**src/sv/csst_pkg.sv**
```systemverilog
// Shared constants and types for the cron schedule slot tracker.
// No dependencies; every other file of the block imports this package.
package csst_pkg;

  localparam int unsigned ENTRIES  = 32;
  localparam int unsigned SLOTS    = 32;
  localparam int unsigned COMMANDS = 32;

  localparam int unsigned EIDX_W = $clog2(ENTRIES);
  localparam int unsigned SIDX_W = $clog2(SLOTS);
  localparam int unsigned CIDX_W = $clog2(COMMANDS);

  localparam logic [15:0] COUNT_MAX = 16'hFFFF;

  localparam logic [1:0] OP_LOAD_ENTRY = 2'd0;
  localparam logic [1:0] OP_LOAD_RUN   = 2'd1;
  localparam logic [1:0] OP_TICK       = 2'd2;
  localparam logic [1:0] OP_REPORT     = 2'd3;

  localparam logic [1:0] CFG_MONTH   = 2'd0;
  localparam logic [1:0] CFG_WEEKDAY = 2'd1;

  // One schedule entry as held in the schedule memory.
  typedef struct packed {
    logic signed [6:0] minute;
    logic signed [5:0] hour;
    logic signed [5:0] date;
    logic signed [4:0] month;
    logic signed [3:0] weekday;
    logic [4:0]        command;
  } sched_t;

  // One run slot: busy flag and the minute at which it frees.
  typedef struct packed {
    logic        busy;
    logic [16:0] end_min;
  } slot_t;

endpackage

```
**src/sv/cron_schedule_slot_tracker_top.sv**
```systemverilog
// Top level of the cron schedule slot tracker.
// Depends on csst_pkg, csst_slot_cell and csst_cmd_cell.
//
// Usage. A transaction is accepted when start_i is high and busy_o is low.
// Every accepted transaction gives exactly one result, shown for one cycle
// with done_o high; the receiver cannot stall, so results are never held.
// Configuration writes use cfg_valid_i/cfg_ready_o; cfg_ready_o is always
// high, and writes are expected only while the block is idle.
//
// Sequence. Entry and run time loads finish at once: the result appears in
// the cycle after acceptance. A report sweeps the command counters, one per
// cycle, then answers. A tick first rotates the slot ring once round,
// freeing slots that end now, then streams the schedule memory through a
// three-stage read, match and allocate pipeline, then closes the minute.
// A tick past the month's end answers at once with status 1. busy_o is high
// while an operation is in progress.
//
// Reset. All slots become free, all entries invalid, all counters zero, the
// month January and the first weekday Saturday. Run times are undefined
// until loaded.
module cron_schedule_slot_tracker_top (
  input  logic        clk_i,
  input  logic        rst_ni,
  input  logic        start_i,
  output logic        busy_o,
  input  logic [1:0]  operation_i,
  input  logic [4:0]  index_i,
  input  logic signed [6:0] entry_minute_i,
  input  logic signed [5:0] entry_hour_i,
  input  logic signed [5:0] entry_date_i,
  input  logic signed [4:0] entry_month_i,
  input  logic signed [3:0] entry_weekday_i,
  input  logic [4:0]  entry_command_i,
  input  logic [15:0] run_time_i,
  input  logic        cfg_valid_i,
  output logic        cfg_ready_o,
  input  logic [1:0]  cfg_index_i,
  input  logic [3:0]  cfg_data_i,
  output logic        done_o,
  output logic        status_o,
  output logic [5:0]  started_now_o,
  output logic [5:0]  running_now_o,
  output logic [5:0]  max_running_o,
  output logic [15:0] total_started_o,
  output logic [4:0]  most_run_command_o,
  output logic [15:0] most_run_count_o
);
  import csst_pkg::*;

  localparam logic [2:0] ST_IDLE   = 3'd0;
  localparam logic [2:0] ST_FREE   = 3'd1;
  localparam logic [2:0] ST_SCAN   = 3'd2;
  localparam logic [2:0] ST_DRAIN  = 3'd3;
  localparam logic [2:0] ST_FIN    = 3'd4;
  localparam logic [2:0] ST_REPORT = 3'd5;

  logic [2:0] state_q, state_d;
  logic [5:0] cnt_q, cnt_d;

  logic [3:0] month_q;
  logic [2:0] fweek_q;

  // Calendar counters, advanced at the end of every completed tick.
  logic [15:0] now_q;
  logic [5:0]  min_q;
  logic [4:0]  hour_q;
  logic [4:0]  day_q;
  logic [2:0]  woff_q;

  logic [5:0]  busy_cnt_q;
  logic [5:0]  peak_q;
  logic [15:0] total_q;
  logic [5:0]  started_q;
  logic [4:0]  best_cmd_q;
  logic [15:0] best_cnt_q;

  logic accept;
  logic month_over;
  logic [15:0] month_len;

  assign accept      = start_i & ~busy_o;
  assign busy_o      = (state_q != ST_IDLE);
  assign cfg_ready_o = 1'b1;

  always_ff @(posedge clk_i or negedge rst_ni) begin
    if (!rst_ni) begin
      month_q <= '0;
      fweek_q <= 3'd6;
    end else if (cfg_valid_i) begin
      if (cfg_index_i == CFG_MONTH) begin
        month_q <= cfg_data_i;
      end else if (cfg_index_i == CFG_WEEKDAY) begin
        fweek_q <= cfg_data_i[2:0];
      end
    end
  end

  always_comb begin
    unique case (month_q)
      4'd1:                      month_len = 16'd40320;
      4'd3, 4'd5, 4'd8, 4'd10:   month_len = 16'd43200;
      default:                   month_len = 16'd44640;
    endcase
  end
  assign month_over = (now_q >= month_len);

  // Schedule memory, run time memory and entry valid bits.
  sched_t sched_mem [ENTRIES];
  logic [15:0] run_mem [COMMANDS];
  logic [ENTRIES-1:0] ent_v_q;
  sched_t sched_rd_q;
  logic [15:0] run_rd_q;
  logic [CIDX_W-1:0] run_raddr;

  always_ff @(posedge clk_i) begin
    if (accept && operation_i == OP_LOAD_ENTRY) begin
      sched_mem[index_i[EIDX_W-1:0]] <= '{entry_minute_i, entry_hour_i, entry_date_i,
                                         entry_month_i, entry_weekday_i, entry_command_i};
    end
    sched_rd_q <= sched_mem[cnt_q[EIDX_W-1:0]];
  end

  always_ff @(posedge clk_i) begin
    if (accept && operation_i == OP_LOAD_RUN) begin
      run_mem[index_i[CIDX_W-1:0]] <= run_time_i;
    end
    run_rd_q <= run_mem[run_raddr];
  end

  always_ff @(posedge clk_i or negedge rst_ni) begin
    if (!rst_ni) begin
      ent_v_q <= '0;
    end else if (accept && operation_i == OP_LOAD_ENTRY) begin
      ent_v_q[index_i[EIDX_W-1:0]] <= 1'b1;
    end
  end

  // Match stage: the entry read last cycle is compared with the calendar.
  logic s1_v_q, s1_ent_v_q, s2_v_q;
  logic [CIDX_W-1:0] s2_cmd_q;
  logic [3:0] wsum;
  logic [2:0] wday;
  logic [5:0] day1;
  logic match;

  assign wsum = {1'b0, fweek_q} + {1'b0, woff_q};
  assign wday = (wsum >= 4'd7) ? 3'(wsum - 4'd7) : wsum[2:0];
  assign day1 = {1'b0, day_q} + 6'd1;

  assign match = s1_v_q && s1_ent_v_q &&
                 ((sched_rd_q.minute  == -7'sd1) || (sched_rd_q.minute  == {1'b0, min_q}))  &&
                 ((sched_rd_q.hour    == -6'sd1) || (sched_rd_q.hour    == {1'b0, hour_q})) &&
                 ((sched_rd_q.date    == -6'sd1) || (sched_rd_q.date    == day1))           &&
                 ((sched_rd_q.month   == -5'sd1) || (sched_rd_q.month   == {1'b0, month_q}))&&
                 ((sched_rd_q.weekday == -4'sd1) || (sched_rd_q.weekday == {1'b0, wday}));
  assign run_raddr = sched_rd_q.command[CIDX_W-1:0];

  always_ff @(posedge clk_i or negedge rst_ni) begin
    if (!rst_ni) begin
      s1_v_q     <= 1'b0;
      s1_ent_v_q <= 1'b0;
      s2_v_q     <= 1'b0;
      s2_cmd_q   <= '0;
    end else begin
      s1_v_q     <= (state_q == ST_SCAN);
      s1_ent_v_q <= ent_v_q[cnt_q[EIDX_W-1:0]];
      s2_v_q     <= match;
      s2_cmd_q   <= run_raddr;
    end
  end

  // Slot ring. Cell 0 is the head during the freeing rotation; its slot
  // re-enters at the tail, cleared if it ends this minute.
  slot_t slots [SLOTS];
  logic [SLOTS:0] found;
  slot_t head_back;
  logic  rot, head_free, alloc_ok;
  logic [16:0] alloc_end;
  logic [SLOTS-1:0] busy_vec;

  assign rot       = (state_q == ST_FREE);
  assign head_free = slots[0].busy && (slots[0].end_min == {1'b0, now_q});
  assign alloc_end = {1'b0, now_q} + {1'b0, run_rd_q};
  assign found[0]  = 1'b0;
  assign alloc_ok  = s2_v_q & found[SLOTS];

  always_comb begin
    head_back = slots[0];
    if (head_free) begin
      head_back.busy = 1'b0;
    end
  end

  for (genvar g = 0; g < SLOTS; g++) begin : g_slot
    slot_t nxt;
    if (g == SLOTS - 1) begin : g_tail
      assign nxt = head_back;
    end else begin : g_mid
      assign nxt = slots[g+1];
    end
    csst_slot_cell u_cell (
      .clk_i       (clk_i),
      .rst_ni      (rst_ni),
      .rot_i       (rot),
      .rot_slot_i  (nxt),
      .alloc_i     (s2_v_q),
      .alloc_end_i (alloc_end),
      .found_i     (found[g]),
      .found_o     (found[g+1]),
      .slot_o      (slots[g])
    );
    assign busy_vec[g] = slots[g].busy;
  end

  // Command start counters.
  logic [15:0] cmd_cnt [COMMANDS];
  for (genvar c = 0; c < COMMANDS; c++) begin : g_cmd
    csst_cmd_cell u_cmd (
      .clk_i   (clk_i),
      .rst_ni  (rst_ni),
      .inc_i   (alloc_ok && (s2_cmd_q == CIDX_W'(c))),
      .count_o (cmd_cnt[c])
    );
  end

  logic [15:0] rep_cnt;
  assign rep_cnt = cmd_cnt[cnt_q[CIDX_W-1:0]];

  // Sequencer.
  always_comb begin
    state_d = state_q;
    cnt_d   = cnt_q;
    unique case (state_q)
      ST_IDLE: begin
        cnt_d = '0;
        if (accept && operation_i == OP_TICK && !month_over) begin
          state_d = ST_FREE;
        end else if (accept && operation_i == OP_REPORT) begin
          state_d = ST_REPORT;
        end
      end
      ST_FREE: begin
        cnt_d = cnt_q + 6'd1;
        if (cnt_q == 6'(SLOTS - 1)) begin
          state_d = ST_SCAN;
          cnt_d   = '0;
        end
      end
      ST_SCAN: begin
        cnt_d = cnt_q + 6'd1;
        if (cnt_q == 6'(ENTRIES - 1)) begin
          state_d = ST_DRAIN;
          cnt_d   = '0;
        end
      end
      ST_DRAIN: begin
        cnt_d = cnt_q + 6'd1;
        if (cnt_q == 6'd1) begin
          state_d = ST_FIN;
        end
      end
      ST_FIN: begin
        state_d = ST_IDLE;
      end
      ST_REPORT: begin
        cnt_d = cnt_q + 6'd1;
        if (cnt_q == 6'(COMMANDS - 1)) begin
          state_d = ST_IDLE;
        end
      end
      default: begin
        state_d = ST_IDLE;
      end
    endcase
  end

  always_ff @(posedge clk_i or negedge rst_ni) begin
    if (!rst_ni) begin
      state_q <= ST_IDLE;
      cnt_q   <= '0;
    end else begin
      state_q <= state_d;
      cnt_q   <= cnt_d;
    end
  end

  // Counters for busy slots, peak, totals, the report search and the calendar.
  always_ff @(posedge clk_i or negedge rst_ni) begin
    if (!rst_ni) begin
      busy_cnt_q <= '0;
      peak_q     <= '0;
      total_q    <= '0;
      started_q  <= '0;
      best_cmd_q <= '0;
      best_cnt_q <= '0;
      now_q      <= '0;
      min_q      <= '0;
      hour_q     <= '0;
      day_q      <= '0;
      woff_q     <= '0;
    end else begin
      if (state_q == ST_IDLE) begin
        started_q  <= '0;
        best_cmd_q <= '0;
        best_cnt_q <= '0;
      end
      if (rot && head_free && busy_cnt_q != 6'd0) begin
        busy_cnt_q <= busy_cnt_q - 6'd1;
      end
      if (alloc_ok) begin
        busy_cnt_q <= busy_cnt_q + 6'd1;
        if (busy_cnt_q + 6'd1 > peak_q) begin
          peak_q <= busy_cnt_q + 6'd1;
        end
        if (total_q != COUNT_MAX) begin
          total_q <= total_q + 16'd1;
        end
        started_q <= started_q + 6'd1;
      end
      if (state_q == ST_REPORT && rep_cnt > best_cnt_q) begin
        best_cnt_q <= rep_cnt;
        best_cmd_q <= 5'(cnt_q);
      end
      if (state_q == ST_FIN) begin
        now_q  <= now_q + 16'd1;
        if (min_q == 6'd59) begin
          min_q <= '0;
          if (hour_q == 5'd23) begin
            hour_q <= '0;
            day_q  <= day_q + 5'd1;
            woff_q <= (woff_q == 3'd6) ? 3'd0 : woff_q + 3'd1;
          end else begin
            hour_q <= hour_q + 5'd1;
          end
        end else begin
          min_q <= min_q + 6'd1;
        end
      end
    end
  end

  // Result register: loads answer at once, a tick past month end too.
  logic res_now;
  assign res_now = (accept && (operation_i == OP_LOAD_ENTRY ||
                               operation_i == OP_LOAD_RUN ||
                               (operation_i == OP_TICK && month_over))) ||
                   (state_q == ST_FIN) ||
                   (state_q == ST_REPORT && cnt_q == 6'(COMMANDS - 1));

  logic        fin_rep;
  logic        rep_take;
  assign fin_rep  = (state_q == ST_REPORT);
  assign rep_take = fin_rep && (rep_cnt > best_cnt_q);

  always_ff @(posedge clk_i or negedge rst_ni) begin
    if (!rst_ni) begin
      done_o <= 1'b0;
    end else begin
      done_o <= res_now;
    end
  end

  always_ff @(posedge clk_i) begin
    if (res_now) begin
      status_o           <= (state_q == ST_IDLE) && (operation_i == OP_TICK);
      started_now_o      <= (state_q == ST_FIN) ? started_q : 6'd0;
      running_now_o      <= busy_cnt_q;
      max_running_o      <= peak_q;
      total_started_o    <= total_q;
      most_run_command_o <= fin_rep ? (rep_take ? 5'(cnt_q) : best_cmd_q) : 5'd0;
      most_run_count_o   <= fin_rep ? (rep_take ? rep_cnt : best_cnt_q) : 16'd0;
    end
  end

`ifndef SYNTHESIS
  a_busy_count: assert property (@(posedge clk_i) disable iff (!rst_ni)
    (state_q == ST_IDLE) |-> ($countones(busy_vec) == 32'(busy_cnt_q)))
    else $error("busy count disagrees with the slot ring");
  a_peak: assert property (@(posedge clk_i) disable iff (!rst_ni)
    peak_q >= busy_cnt_q)
    else $error("peak below current busy count");
  a_alloc_window: assert property (@(posedge clk_i) disable iff (!rst_ni)
    s2_v_q |-> (state_q == ST_SCAN || state_q == ST_DRAIN))
    else $error("allocation outside the scan window");
`endif

endmodule

```
**src/sv/csst_slot_cell.sv**
```systemverilog
// One run slot of the slot ring for the cron schedule slot tracker.
// Depends on csst_pkg for the slot type.
module csst_slot_cell (
  input  logic            clk_i,
  input  logic            rst_ni,
  input  logic            rot_i,
  input  csst_pkg::slot_t rot_slot_i,
  input  logic            alloc_i,
  input  logic [16:0]     alloc_end_i,
  input  logic            found_i,
  output logic            found_o,
  output csst_pkg::slot_t slot_o
);
  import csst_pkg::*;

  slot_t slot_q, slot_d;
  logic  take;

  // The first free cell along the chain claims the allocation.
  assign take    = alloc_i & ~found_i & ~slot_q.busy;
  assign found_o = found_i | ~slot_q.busy;
  assign slot_o  = slot_q;

  always_comb begin
    slot_d = slot_q;
    if (rot_i) begin
      slot_d = rot_slot_i;
    end else if (take) begin
      slot_d.busy    = 1'b1;
      slot_d.end_min = alloc_end_i;
    end
  end

  always_ff @(posedge clk_i or negedge rst_ni) begin
    if (!rst_ni) begin
      slot_q <= '0;
    end else begin
      slot_q <= slot_d;
    end
  end

endmodule

```
**src/sv/csst_cmd_cell.sv**
```systemverilog
// Saturating start counter for one command of the cron schedule slot tracker.
// Depends on csst_pkg for the counter ceiling.
module csst_cmd_cell (
  input  logic        clk_i,
  input  logic        rst_ni,
  input  logic        inc_i,
  output logic [15:0] count_o
);
  import csst_pkg::*;

  logic [15:0] count_q, count_d;

  assign count_o = count_q;

  always_comb begin
    count_d = count_q;
    if (inc_i && (count_q != COUNT_MAX)) begin
      count_d = count_q + 16'd1;
    end
  end

  always_ff @(posedge clk_i or negedge rst_ni) begin
    if (!rst_ni) begin
      count_q <= '0;
    end else begin
      count_q <= count_d;
    end
  end

endmodule
```
**config.mk**
```make
export PLATFORM = sky130hd
export DESIGN_NAME = cron_schedule_slot_tracker_top
export DESIGN_NICKNAME = d
export VERILOG_FILES = /design/src/sv/csst_pkg.sv /design/src/sv/cron_schedule_slot_tracker_top.sv /design/src/sv/csst_slot_cell.sv /design/src/sv/csst_cmd_cell.sv
export SDC_FILE = /design/constraint.sdc
export NUM_CORES = 2
export LEC_CHECK = 0
export BUFFER_PORTS_ARGS = -buffer_cell sky130_fd_sc_hd__buf_2
export CORE_MARGIN = 3
export CORE_UTILIZATION = 46
export CTS_CLUSTER_SIZE = 20
export DETAILED_ROUTE_END_ITERATION = 8
export PLACE_DENSITY = 0.59
export SLEW_MARGIN = 25
export SYNTH_ARGS = -nofsm -noshare
export SYNTH_HDL_FRONTEND = slang
export SYNTH_SLANG_ARGS = --single-unit
```
**constraint.sdc**
```tcl
create_clock -name clk_i -period 15.37 [get_ports clk_i]
set_input_delay 3.074 -clock clk_i [delete_from_list [all_inputs] [get_ports clk_i]]
set_output_delay 3.074 -clock clk_i [all_outputs]
set_load 0.01 [all_outputs]
```
==> impl_metrics.toml <==
[logic_synthesis]
synth_edf_count = 1624
yosys-top-cells-area = "edfxtp_1, dfrtp_1, mux4_2"
netlist_area_um2 = 125000
synth_simple_gate_area_share_pct = 10.7
synth-seq-cells = 2908
yosys_most_used_dff = "edfxtp_1"
synth_seq_area_share_pct = 64.5
synth_top_family_by_area = "multiplexers"
postSynthCellCount = 8939
syn-num-nets = 9101
avgSynthCellArea_um2 = 14.0
synth_mux_area_share_pct = 13.3
synth_fa_ha_area_share_pct = 0.973
yosys_warnings = 0
synth_compound_gate_area_share_pct = 4.76
synth_cell_types = 93
synthArstFlopShare_pct = 42.5
synth_xor_area_share_pct = 3.80
yosysTopAreaCell = "edfxtp_1"
synth_top_area_share_pct = 39.0

[routing]
drtAntennaViolNets = 0
wirelength_um = 316000
drt-initial-drc-count = 6837
dr.pass1.iters = 5
routedWlPerCell_um = 24.6
drcViolationCount = 0
vias = 74947
vias_per_cell = 5.84

[flow_run]
cap_violations = 0

[critical_path]
crit_arrival_ns = 6.32
worstSetupPathType = "in2async"
crit_required_ns = 16.10
r2r_slack_ns = 10.00
critPathBufInv = 4
cp_slowest_cell = "buf_4"
cp-start-kind = "input pin"
crit_end = "cnt_q[1]"
cp_max_fo = 155
ff2ff_path_depth = 13
end_kind = "asynchronous set/reset pin"
cp_top_family = "buffers and inverters"
crit_chain = "buf_12, buf_4, buf_4, buf_12"
cpPeakStageDelay_ns = 0.86
crit_start = "rst_ni"
r2r_start = "cnt_q[0]"
crit_cells = 4
rr_endpoint = "most_run_command_o[1]"

[die]
core_um2 = 269000
io_pins = 125
die_x_um = 527
die_height_um = 527
start_util_pct = 46.5
dieArea_um2 = 278000
rows = 190

[final_layout]
layout_common_cells = "edfxtp_1, dfrtp_1, nand2_1"
final_common_cell = "edfxtp_1"
register_area_um2 = 80700
finalNetCount = 9182
drive_gt1_share_pct = 17.6
multi_input_area_um2 = 42400
num-fill-cells = 22315
layout-area-overhead-vs-synth_pct = 12.1

[timing]
finalSetupViolations = 0
fin_skew_ns = 0.0377
period_minus_slack_ns = 5.59
min_period_over_period_pct = 36.3
fmax_mhz = 179
setup_tns_ns = 0
worst_slack_ns = 9.78
worst_slew_pin_slew_ns = 1.10
hold_slack_ns = 0.404
rsz0062_at_grt = "no"
drv_slew = 0
max_slew_margin_pct = 25.9
hold_viol = 0

[clock_network]
clockBufferDepth = 4
cts_setup_buffers = 0
clk_pin_slew_ns = 0.06
cts_tree = "done"
cts_resized = 0
hold_buffers = 0
ctsHtreeMaxLevel = 5
cts-root-buf = "clkbuf_16"
cts_buffers = 319
tritoncts_num_sinks = 2908
clkLatencyLatePin_ns = 0.86

[global_routing]
grt_max_degree = 241
grt_pass1_wl_um = 482000
track_usage_pct = 22.6
antenna_found_initial = 20
overflow = 0
grt_pass1_vias = 75369

[place]
place.gp.congestion = 0.888
dp_hpwl_um = 194000
dp_slack_ns = 8.78
portBuffers = 123

[power_and_ir_drop]
ir_drop_mv = 0.174
p_leak_nw = 53.3
power_density_nw_per_um2 = 158
p_total_w = 0.0221

[run_status]
status = "finished clean"

[min_path]
hold_class = "reg2reg"
[worst min path at each step]
| stage | start | to | slack, ns | cells after the start |
|---|---|---|---|---|
| 6_report | run_raddr[4] | s2_cmd_q[4] | 0.40 | 0 |
| 2_1_floorplan | run_raddr[2] | s2_cmd_q[2] | 0.33 | 0 |
| 4_1_cts | run_raddr[4] | s2_cmd_q[4] | 0.42 | 0 |
| 3_3_place_gp | run_raddr[4] | s2_cmd_q[4] | 0.43 | 0 |
| 5_1_grt | run_raddr[4] | s2_cmd_q[4] | 0.42 | 0 |
| 3_5_place_dp | run_raddr[4] | s2_cmd_q[4] | 0.43 | 0 |
[per-stage QoR]
step	util [%]	area, um^2	cells
6_report	52.1	140000	12840
5_1_grt	52.1	140000	12833
4_1_cts	52.0	140000	12826
3_5_place_dp	48.2	130000	12249
3_3_place_gp	48.2	130000	12249
2_1_floorplan	-	125000	8939
[cell type report]
| type | count | share of cell area (%) |
|---|---|---|
| clock buffer | 456 | 6.53 |
| clock inverter | 121 | 0.796 |
| timing repair buffer | 262 | 1.28 |
| sequential | 2908 | 57.6 |
| multi-input combinational | 5399 | 30.3 |
| inverter | 130 | 0.354 |
| antenna | 12 | 0.0214 |
| tap | 3552 | 3.17 |
[sequential cells by signal (all words and copies together) (netlist names), 16 cells and up]
register / flops
total_q: 16
now_q: 16
g_cmd.u_cmd.count_o: 512
sched_mem: 1056
best_cnt_q: 16
g_slot.u_cell.slot_o: 576
ent_v_q: 32
run_mem: 512
run_rd_q: 16
total_started_o: 16
most_run_count_o: 16
sched_rd_q: 28
[report_power, final]
part	leakage [nW]	total, W	internal [W]	switching [W]
logic	16.9	0.00518	0.00203	0.00315
registers	31.3	0.00939	0.00882	0.000570
clock network	5.06	0.00751	0.00443	0.00308
total	53.3	0.0221	0.0153	0.00680
[kinds of logic (layout without fill, tap and decap cells)]
family | count (synthesis) | count (layout)
flops | 2908 | 2908
fa+ha+maj | 96 | 96
other cells | 1 | 13
xor+xnor | 542 | 542
compound gates | 1029 | 1029
mux | 828 | 828
buf+inv | 632 | 969
simple gates | 2903 | 2903
[cells in the mapped netlist (all sizes together), types with 52 or more instances]
master	n
nand4	172
nand3	367
buf	129
edfxtp	1624
nand2	1067
and3	143
mux2i	108
o21ai	293
a31oi	147
mux2	60
clkbuf	373
a21oi	390
nor3	102
mux4	660
ha	94
nor4	52
xor2	179
dfrtp	1233
or2	57
xnor2	363
inv	129
nor2	743
[worst reg2reg max path, delay by kind of cell (launching register included)]
kind	cells	cell delay, ns
flip-flops	1	0.98
buffers and inverters	3	1.28
AO/OA/AOI/OAI	4	0.86
multiplexers	4	1.64
adder cells (fa/ha/maj)	1	0.29
AND/OR/NAND/NOR	1	0.06
[metal layers]
| layer | vias up | global-route usage, % | routed length, um |
|---|---|---|---|
| li1 | 33449 | - | - |
| met1 | 38754 | 32.4 | 138000 |
| met2 | 2189 | 36.3 | 151000 |
| met3 | 549 | 3.13 | 17600 |
| met4 | 6 | 6.61 | 9150 |
| met5 | - | 0 | 37 |
(Power assumes the default switching activity.)
